==> config.mk <==
export PLATFORM = sky130hd
export DESIGN_NAME = pulse_interval_frame_sync
export DESIGN_NICKNAME = d
export VERILOG_FILES = /design/src/rtl/pifs_pkg.sv /design/src/rtl/pifs_div.sv /design/src/rtl/pulse_interval_frame_sync.sv
export SDC_FILE = /design/constraint.sdc
export NUM_CORES = 1
export LEC_CHECK = 0
export BUFFER_PORTS_ARGS = -buffer_cell sky130_fd_sc_hd__buf_4
export CAP_MARGIN = 40
export CORE_MARGIN = 1.5
export CORE_UTILIZATION = 30
export CTS_CLUSTER_SIZE = 16
export DETAILED_ROUTE_END_ITERATION = 7
export GPL_TIMING_DRIVEN = 0
export SKIP_LAST_GASP = 1
export SLEW_MARGIN = 5
export SYNTH_ARGS = -nofsm -noshare
export SYNTH_HDL_FRONTEND = slang
export SYNTH_HIERARCHICAL = 1
export SYNTH_SLANG_ARGS = --single-unit
==> constraint.sdc <==
create_clock -name clk -period 14.1 [get_ports clk]
set_input_delay 0.705 -clock clk [delete_from_list [all_inputs] [get_ports clk]]
set_output_delay 0.705 -clock clk [all_outputs]
set_load 0.02 [all_outputs]
==> src/rtl/pifs_pkg.sv <==
// Package for the pulse-interval frame synchronizer.
// Holds request codes, register indexes, reset values and small mod-3 helpers.
// Has no dependencies.
`timescale 1ns / 1ps

package pifs_pkg;

  // request codes carried in req_type
  localparam logic [1:0] REQ_PULSE   = 2'd0;
  localparam logic [1:0] REQ_ADVANCE = 2'd1;
  localparam logic [1:0] REQ_SUSPEND = 2'd2;
  localparam logic [1:0] REQ_RESUME  = 2'd3;

  // configuration register indexes
  localparam logic [1:0] CFG_PERIOD       = 2'd0;
  localparam logic [1:0] CFG_TOLERANCE    = 2'd1;
  localparam logic [1:0] CFG_RESYNC_LIMIT = 2'd2;

  // reset values
  localparam logic [15:0] PERIOD_RST       = 16'd5555;
  localparam logic [14:0] TOLERANCE_RST    = 15'd555;
  localparam logic [7:0]  RESYNC_LIMIT_RST = 8'd3;
  localparam logic [1:0]  FRAME_RST        = 2'd3;
  localparam logic [31:0] MISSED_RST       = 32'd3;

  // saturation ceiling of the missed-period count
  localparam logic [31:0] MISSED_MAX = 32'hFFFF_FFFF;

  // reduce a small value (0..7) modulo three
  function automatic logic [1:0] mod3_small(input logic [2:0] v);
    logic [1:0] r;
    case (v)
      3'd0:    r = 2'd0;
      3'd1:    r = 2'd1;
      3'd2:    r = 2'd2;
      3'd3:    r = 2'd0;
      3'd4:    r = 2'd1;
      3'd5:    r = 2'd2;
      3'd6:    r = 2'd0;
      default: r = 2'd1;
    endcase
    return r;
  endfunction

  // reduce a 32-bit value modulo three by folding, since every power of four is one mod three
  function automatic logic [1:0] mod3_word(input logic [31:0] v);
    logic [16:0] a;
    logic [9:0]  b;
    logic [6:0]  c;
    logic [5:0]  d;
    logic [4:0]  e;
    logic [3:0]  f;
    a = 17'(v[31:16]) + 17'(v[15:0]);
    b = 10'(a[16:8]) + 10'(a[7:0]);
    c = 7'(b[9:4]) + 7'(b[3:0]);
    d = 6'(c[6:2]) + 6'(c[1:0]);
    e = 5'(d[5:2]) + 5'(d[1:0]);
    f = 4'(e[4:2]) + 4'(e[1:0]);
    return mod3_small(3'(f[3:2]) + 3'(f[1:0]));
  endfunction

endpackage

==> src/rtl/pifs_div.sv <==
// Restoring divider, one quotient bit per cycle, for the frame synchronizer.
// Divides a W-bit dividend by a 16-bit divisor; depends on nothing else.
`timescale 1ns / 1ps

module pifs_div #(
  parameter int W = 32
) (
  input  logic         clk,
  input  logic         rst,
  input  logic         start,
  input  logic [W-1:0] dividend,
  input  logic [15:0]  divisor,
  output logic         done,
  output logic [W-1:0] quotient,
  output logic [15:0]  remainder
);

  localparam int CNT_W = $clog2(W + 1);

  logic [W-1:0]     dvd;
  logic [15:0]      dsr;
  logic [15:0]      rem;
  logic [CNT_W-1:0] cnt;
  logic             running;

  logic [16:0] shifted;
  logic [17:0] diff;
  logic        q_bit;
  logic [15:0] rem_next;

  // trial subtract of the shifted partial remainder
  always_comb begin
    shifted  = {rem, dvd[W-1]};
    diff     = {1'b0, shifted} - {2'b00, dsr};
    q_bit    = ~diff[17];
    rem_next = q_bit ? diff[15:0] : shifted[15:0];
  end

  // iteration control
  always_ff @(posedge clk) begin
    if (rst) begin
      running <= 1'b0;
      done    <= 1'b0;
    end else begin
      done <= 1'b0;
      if (start) begin
        running <= 1'b1;
        cnt     <= CNT_W'(W);
      end else if (running) begin
        cnt <= cnt - CNT_W'(1);
        if (cnt == CNT_W'(1)) begin
          running <= 1'b0;
          done    <= 1'b1;
        end
      end
    end
  end

  // datapath
  always_ff @(posedge clk) begin
    if (start) begin
      dvd <= dividend;
      dsr <= divisor;
      rem <= '0;
    end else if (running) begin
      dvd <= {dvd[W-2:0], q_bit};
      rem <= rem_next;
    end
  end

  assign quotient  = dvd;
  assign remainder = rem;

endmodule

==> src/rtl/pulse_interval_frame_sync.sv <==
// Pulse-interval frame synchronizer: keeps a three-phase color frame index
// locked to timestamped sync pulses. One item is handled at a time. Advance,
// suspend and resume words, and the first pulse after lock loss (resync),
// pass through ST_CALC alone; a locked pulse that lands in the window, as a
// glitch or as noise passes through ST_CALC and ST_CLASS. A pulse that ends
// a long gap runs the restoring divider, one bit per cycle, and passes
// through ST_CALC, ST_CLASS, ST_DIV and ST_LIMIT. The result word sits in
// an output register, so a new word is taken as soon as the previous
// result is taken. Configuration writes are always ready and must be
// issued only while the block is idle.
`timescale 1ns / 1ps

module pulse_interval_frame_sync #(
  parameter int TIME_BITS = 32
) (
  input  logic        clk,
  input  logic        rst,
  // input words
  input  logic        item_valid,
  output logic        item_stall,
  input  logic [1:0]  req_type,
  input  logic [31:0] timestamp,
  // result words
  output logic        frame_valid,
  input  logic        frame_stall,
  output logic [1:0]  frame_index,
  // configuration writes
  input  logic        cfg_valid,
  output logic        cfg_ready,
  input  logic [1:0]  cfg_index,
  input  logic [31:0] cfg_data
);

  localparam int DIV_W = (TIME_BITS > 32) ? TIME_BITS : 32;
  localparam int EXT_W = TIME_BITS + 1;

  localparam logic [2:0] ST_IDLE  = 3'd0;
  localparam logic [2:0] ST_CALC  = 3'd1;
  localparam logic [2:0] ST_CLASS = 3'd2;
  localparam logic [2:0] ST_DIV   = 3'd3;
  localparam logic [2:0] ST_LIMIT = 3'd4;

  // configuration
  logic [15:0] period;
  logic [14:0] tolerance;
  logic [7:0]  resync_limit;

  // block state
  logic [2:0]           state;
  logic [1:0]           frame;
  logic [31:0]          missed_periods;
  logic [TIME_BITS-1:0] anchor_time;
  logic signed [17:0]   phase_error;
  logic                 locked;
  logic                 suspended;

  // per-item registers
  logic [1:0]           req;
  logic [TIME_BITS-1:0] ts;
  logic [TIME_BITS-1:0] interval;

  // divider hookup
  logic             div_start;
  logic [DIV_W-1:0] div_a;
  logic [15:0]      div_b;
  logic             div_done;
  logic [DIV_W-1:0] div_q;
  logic [15:0]      div_r;

  // derived values
  logic [15:0]        per;
  logic [15:0]        lo;
  logic [16:0]        hi;
  logic [EXT_W-1:0]   interval_ext;
  logic               in_window;
  logic               is_glitch;
  logic               is_gap;
  logic [1:0]         win_inc;
  logic [1:0]         resync_frame;
  logic signed [17:0] pe_win;
  logic signed [18:0] glitch_sum;
  logic [18:0]        abs_sum;
  logic [18:0]        abs_pe;
  logic [DIV_W:0]     gap_sum;
  logic [31:0]        gap_missed;
  logic               item_take;
  logic               out_take;

  assign cfg_ready  = 1'b1;
  assign item_take  = item_valid && !item_stall;
  assign out_take   = frame_valid && !frame_stall;
  assign item_stall = (state != ST_IDLE) || (frame_valid && frame_stall);

  // window bounds and interval classification
  always_comb begin
    per          = (period == 16'd0) ? 16'd1 : period;
    lo           = (per > 16'(tolerance)) ? (per - 16'(tolerance)) : 16'd0;
    hi           = 17'(per) + 17'(tolerance);
    interval_ext = EXT_W'(interval);
    in_window    = (interval_ext >= EXT_W'(lo)) && (interval_ext <= EXT_W'(hi));
    is_glitch    = interval_ext < EXT_W'(tolerance);
    is_gap       = interval_ext > EXT_W'(hi);
    win_inc      = (missed_periods == 32'd1) ? 2'd2 : 2'd1;
    resync_frame = pifs_pkg::mod3_small(3'(frame) +
                                        3'(pifs_pkg::mod3_word(missed_periods)));
    pe_win       = $signed(18'(interval_ext) - 18'(per));
    glitch_sum   = 19'(phase_error) + $signed({1'b0, 18'(interval_ext)});
    abs_sum      = glitch_sum[18] ? 19'(-glitch_sum) : 19'(glitch_sum);
    abs_pe       = phase_error[17] ? 19'(-19'(phase_error)) : 19'(phase_error);
    gap_sum      = (DIV_W+1)'(missed_periods) + (DIV_W+1)'(div_q);
    gap_missed   = (gap_sum > (DIV_W+1)'(pifs_pkg::MISSED_MAX)) ?
                   pifs_pkg::MISSED_MAX : gap_sum[31:0];
  end

  // configuration registers
  always_ff @(posedge clk) begin
    if (rst) begin
      period       <= pifs_pkg::PERIOD_RST;
      tolerance    <= pifs_pkg::TOLERANCE_RST;
      resync_limit <= pifs_pkg::RESYNC_LIMIT_RST;
    end else if (cfg_valid && cfg_ready) begin
      case (cfg_index)
        pifs_pkg::CFG_PERIOD:       period       <= cfg_data[15:0];
        pifs_pkg::CFG_TOLERANCE:    tolerance    <= cfg_data[14:0];
        pifs_pkg::CFG_RESYNC_LIMIT: resync_limit <= cfg_data[7:0];
        default: ;
      endcase
    end
  end

  // item capture
  always_ff @(posedge clk) begin
    if (item_take) begin
      req <= req_type;
      ts  <= TIME_BITS'(timestamp);
    end
    if (state == ST_CALC) begin
      interval <= ts - anchor_time;
    end
  end

  // sequencer and block state
  always_ff @(posedge clk) begin
    if (rst) begin
      state          <= ST_IDLE;
      frame          <= pifs_pkg::FRAME_RST;
      missed_periods <= pifs_pkg::MISSED_RST;
      anchor_time    <= '0;
      phase_error    <= '0;
      locked         <= 1'b0;
      suspended      <= 1'b0;
      frame_valid    <= 1'b0;
      div_start      <= 1'b0;
    end else begin
      div_start <= 1'b0;
      if (out_take) begin
        frame_valid <= 1'b0;
      end
      case (state)
        ST_IDLE: begin
          if (item_take) begin
            state <= ST_CALC;
          end
        end

        ST_CALC: begin
          state <= ST_IDLE;
          case (req)
            pifs_pkg::REQ_ADVANCE: begin
              frame <= pifs_pkg::mod3_small(3'(frame) + 3'd1);
              if (!suspended) begin
                frame_valid <= 1'b1;
                frame_index <= pifs_pkg::mod3_small(3'(frame) + 3'd1);
              end
            end
            pifs_pkg::REQ_SUSPEND: suspended <= 1'b1;
            pifs_pkg::REQ_RESUME:  suspended <= 1'b0;
            default: begin
              if (!locked) begin
                // resync: fold the missed count in modulo three
                anchor_time    <= ts;
                frame          <= resync_frame;
                missed_periods <= '0;
                phase_error    <= 18'(per);
                locked         <= 1'b1;
                if (!suspended) begin
                  frame_valid <= 1'b1;
                  frame_index <= resync_frame;
                end
              end else begin
                state <= ST_CLASS;
              end
            end
          endcase
        end

        ST_CLASS: begin
          state <= ST_IDLE;
          if (in_window) begin
            frame          <= pifs_pkg::mod3_small(3'(frame) + 3'(win_inc));
            phase_error    <= pe_win;
            anchor_time    <= ts;
            missed_periods <= '0;
            if (!suspended) begin
              frame_valid <= 1'b1;
              frame_index <= pifs_pkg::mod3_small(3'(frame) + 3'(win_inc));
            end
          end else if (is_glitch) begin
            if (abs_sum < abs_pe) begin
              phase_error <= glitch_sum[17:0];
              anchor_time <= ts;
            end
          end else if (is_gap) begin
            div_a     <= DIV_W'(interval);
            div_b     <= per;
            div_start <= 1'b1;
            state     <= ST_DIV;
          end
        end

        ST_DIV: begin
          if (div_done) begin
            missed_periods <= gap_missed;
            anchor_time    <= ts - TIME_BITS'(div_r);
            state          <= ST_LIMIT;
          end
        end

        ST_LIMIT: begin
          // drop lock once the missed count passes the limit
          state <= ST_IDLE;
          if (missed_periods > 32'(resync_limit)) begin
            locked <= 1'b0;
            if (missed_periods != pifs_pkg::MISSED_MAX) begin
              missed_periods <= missed_periods + 32'd1;
            end
          end
        end

        default: state <= ST_IDLE;
      endcase
    end
  end

  // shared divider for missed-period count and phase remainder
  pifs_div #(
    .W(DIV_W)
  ) u_div (
    .clk       (clk),
    .rst       (rst),
    .start     (div_start),
    .dividend  (div_a),
    .divisor   (div_b),
    .done      (div_done),
    .quotient  (div_q),
    .remainder (div_r)
  );

endmodule
==> metrics <==
status=finished clean; IO Count=78; Post-synth EDFFs=170; setup slack, reg-to-reg=around 4.8 ns; iteration-0 DRC count of the detailed router=~1400; Post-CTS Setup Bufs=0; setup ws final=4.835 ns; DRT Pass-1 Iters=5; vias post-DR=21610; crit path time final=~9 ns; post-route cell area=between 0.02 and 0.03 mm²; post-layout util=34.30%; post-route ant nets=0; dpl hpwl=around 59 mm; Post-synth top flop=edfxtp_1; crit share post-route=between 60 and 70%; drt total wl=roughly 74 mm; WL/cell=between 15 and 20 µm; Crit Path Category=flop to flop; Clk Latency, worst-skew pair=0.56 ns; Pleak=roughly 11 nW; gp weighted congestion=0.9199; antenna cells=0; global-route wire length before repair=around 110 mm; clock sink count=between 300 and 400; dominant cell type by area after synthesis=edfxtp_1; CTS tree=done; DP Area=~0.027 mm²; chip width=291.7 µm; Final Skew=0.02384 ns; Final Hold Viols=0; Synth area leaders=edfxtp_1 (20%), ha_1 (14%), dfxtp_1 (12%), a21oi_1 (4.1%), xnor2_1 (4.1%); # nets final=around 3300; Slowest cell on crit path=dfxtp_1; Final setup viols=0; routed vias/inst=about 5.3; vias in the first global route=20620; total CTS buffers=37; Root Buffer=clkbuf_16; Final Max Tran Viols=0; layout cell share with drive strength beyond 1=about 7.7%; setup TNS=0 ns; Mapped Avg Cell Area=8.797 µm²; RSZ-0062 raised after global routing=no; antenna violations before repair=0; total grt overflow=0; largest net degree at the start of global routing=33; Overall Power=2.746 mW; post-CTS sizing=0; Die Area=between 0.08 and 0.09 mm²; Rows=between 100 and 150; GRT Total Usage=16.94%; Synth Instances=around 2800; clk slew on worst S/H paths=roughly 0.060 ns; Max Freq=~110 MHz; post-synth cell types=just over 90; Synth top area share=20.42%; peak supply drop=0.05861 mV; number of H-tree levels=2; P&R area growth vs syn=12.84%; crit path DAT=9.76 ns; #FFs+latches synth=around 320; worst slack, placed=~4.8 ns; CP Launch Type=flop; Core ar.=~0.08 mm²; Post-Place Cells=between 3000 and 4000; Max-Cap Viols=0; Setup crit end kind=flop; Yosys warnings=6; Netlist Area Pre-Place=0.02500 mm²; sequential element share of the synthesized area=approximately a third; Non-Filler Instances=4050; CP max FO=7; fraction of synthesis flops using an asynchronous set or reset pin=0%; hold slack=around 0.32 ns; Crit path largest cell delay=between 0.5 and 0.6 ns; pwr dens=roughly 97 mW/mm²; Worst-Margin Slew=about 0.93 ns; CTS max path bufs=3; Hold WC Path Type=input port to flop; # DRC=0; Required @ worst endpoint=around 15 ns; Port Buf Inserts=60; max_slew headroom=36.32%; hold_buf cts=0; initial core utilization=between 30% and 40%; Die H=slightly below 300 µm
==> where the power goes <==
group          internal, mW  total, mW  switching (mW)
Combinational         0.276      0.654           0.379
Sequential             1.02       1.07          0.0566
Clock                 0.606       1.02           0.410
==> cells in the final DEF (no fill, tap or decap), types with 11 or more instances in the layout <==
cell | synthesis | final
a211o_1 | 13 | 13
edfxtp_1 | 170 | 170
nand2_1 | 230 | 230
o31ai_1 | 23 | 23
o21bai_1 | 20 | 20
nand2b_1 | 42 | 42
a2111oi_0 | 14 | 14
ha_1 | 275 | 275
a211oi_1 | 58 | 58
xor2_1 | 72 | 72
a21oi_1 | 203 | 203
a31oi_1 | 34 | 34
and2_1 | 26 | 26
a311oi_1 | 17 | 17
and3_1 | 20 | 20
o22ai_1 | 12 | 12
o21ai_1 | 13 | 13
nor2b_1 | 27 | 27
nand4_1 | 31 | 31
nand3_1 | 68 | 68
o21ai_0 | 143 | 143
mux2_2 | 33 | 33
dfxtp_1 | 148 | 148
inv_1 | 195 | 194
a21o_1 | 71 | 71
clkbuf_16 | 0 | 38
or2_2 | 19 | 19
nor2_1 | 214 | 212
fa_1 | 17 | 17
nor3_1 | 66 | 66
mux2i_1 | 20 | 20
o21a_1 | 37 | 37
buf_2 | 11 | 11
o211ai_1 | 57 | 57
nor4_1 | 37 | 37
or3_1 | 21 | 21
xnor2_1 | 116 | 116
clkbuf_1 | 90 | 96
buf_4 | 4 | 64
==> flip-flops by register name, summed over array words and instances (netlist names), 18 cells and up <==
| register | count |
|---|---|
| anchor_time | 32 |
| div_a | 32 |
| interval | 32 |
| missed_periods | 32 |
| phase_error | 18 |
| ts | 32 |
| u_div/quotient | 32 |
==> cell families after synthesis <==
kind of cell,share of synthesized area (%)
AO/OA/AOI/OAI,22.30
XOR/XNOR,6.586
adder cells (fa/ha/maj),15.12
buffers and inverters,4.754
flip-flops,32.27
multiplexers,2.287
other,0.03004
AND/OR/NAND/NOR,16.65
==> worst max-delay path, delay by kind of cell, from the launching register on <==
kind            cells  cell delay [ns]
xor+xnor            4             0.71
buf+inv             3             0.15
fa+ha+maj          10             3.44
compound gates     18             3.34
simple gates        5             0.61
flops               1             0.58
mux                 3             0.39
==> cells in the mapped netlist (57+ instances only) <==
library cell	n
ha_1	275
nand2_1	230
nor2_1	214
a21oi_1	203
inv_1	195
edfxtp_1	170
dfxtp_1	148
o21ai_0	143
xnor2_1	116
clkbuf_1	90
xor2_1	72
a21o_1	71
nand3_1	68
nor3_1	66
a211oi_1	58
o211ai_1	57
==> worst paths after layout <==
| path | start | endpoint | cells after the start |
|---|---|---|---|
| setup / recovery | missed_periods[17]$_SDFFE_PP0P_ | frame[1]$_SDFFE_PP1P_ | 43 |
| hold / removal | timestamp[8] | ts[8]$_DFFE_PP_ | 1 |
| setup reg to reg | missed_periods[17]$_SDFFE_PP0P_ | frame[1]$_SDFFE_PP1P_ | 43 |
| hold reg to reg | div_b[10]$_DFFE_PP_ | u_div/dsr[10]$_DFFE_PP_ | 0 |
==> per-layer routing <==
layer | wire length (µm) | track usage (%) | part of all wire [%] | vias up
met5 | 0 | 0 | 0 | -
met4 | 2691 | 6.225 | 3.7 | 0
met3 | 3515 | 1.872 | 4.8 | 138
met2 | 33190 | 27.68 | 45 | 576
met1 | 34230 | 22.99 | 46 | 10160
li1 | - | - | - | 10730
==> area by class of cell <==
class	count	area [µm²]
plain buffers	109	452.9
clock buffers	48	1022
clock inverters	19	241.5
fillers	8569	54030
inverters	196	735.7
multi-input cells	2220	15760
flip-flops and latches	318	8068
well taps	1070	1339
repair buffers	70	588.1
Power figures use the tool's default switching activity.
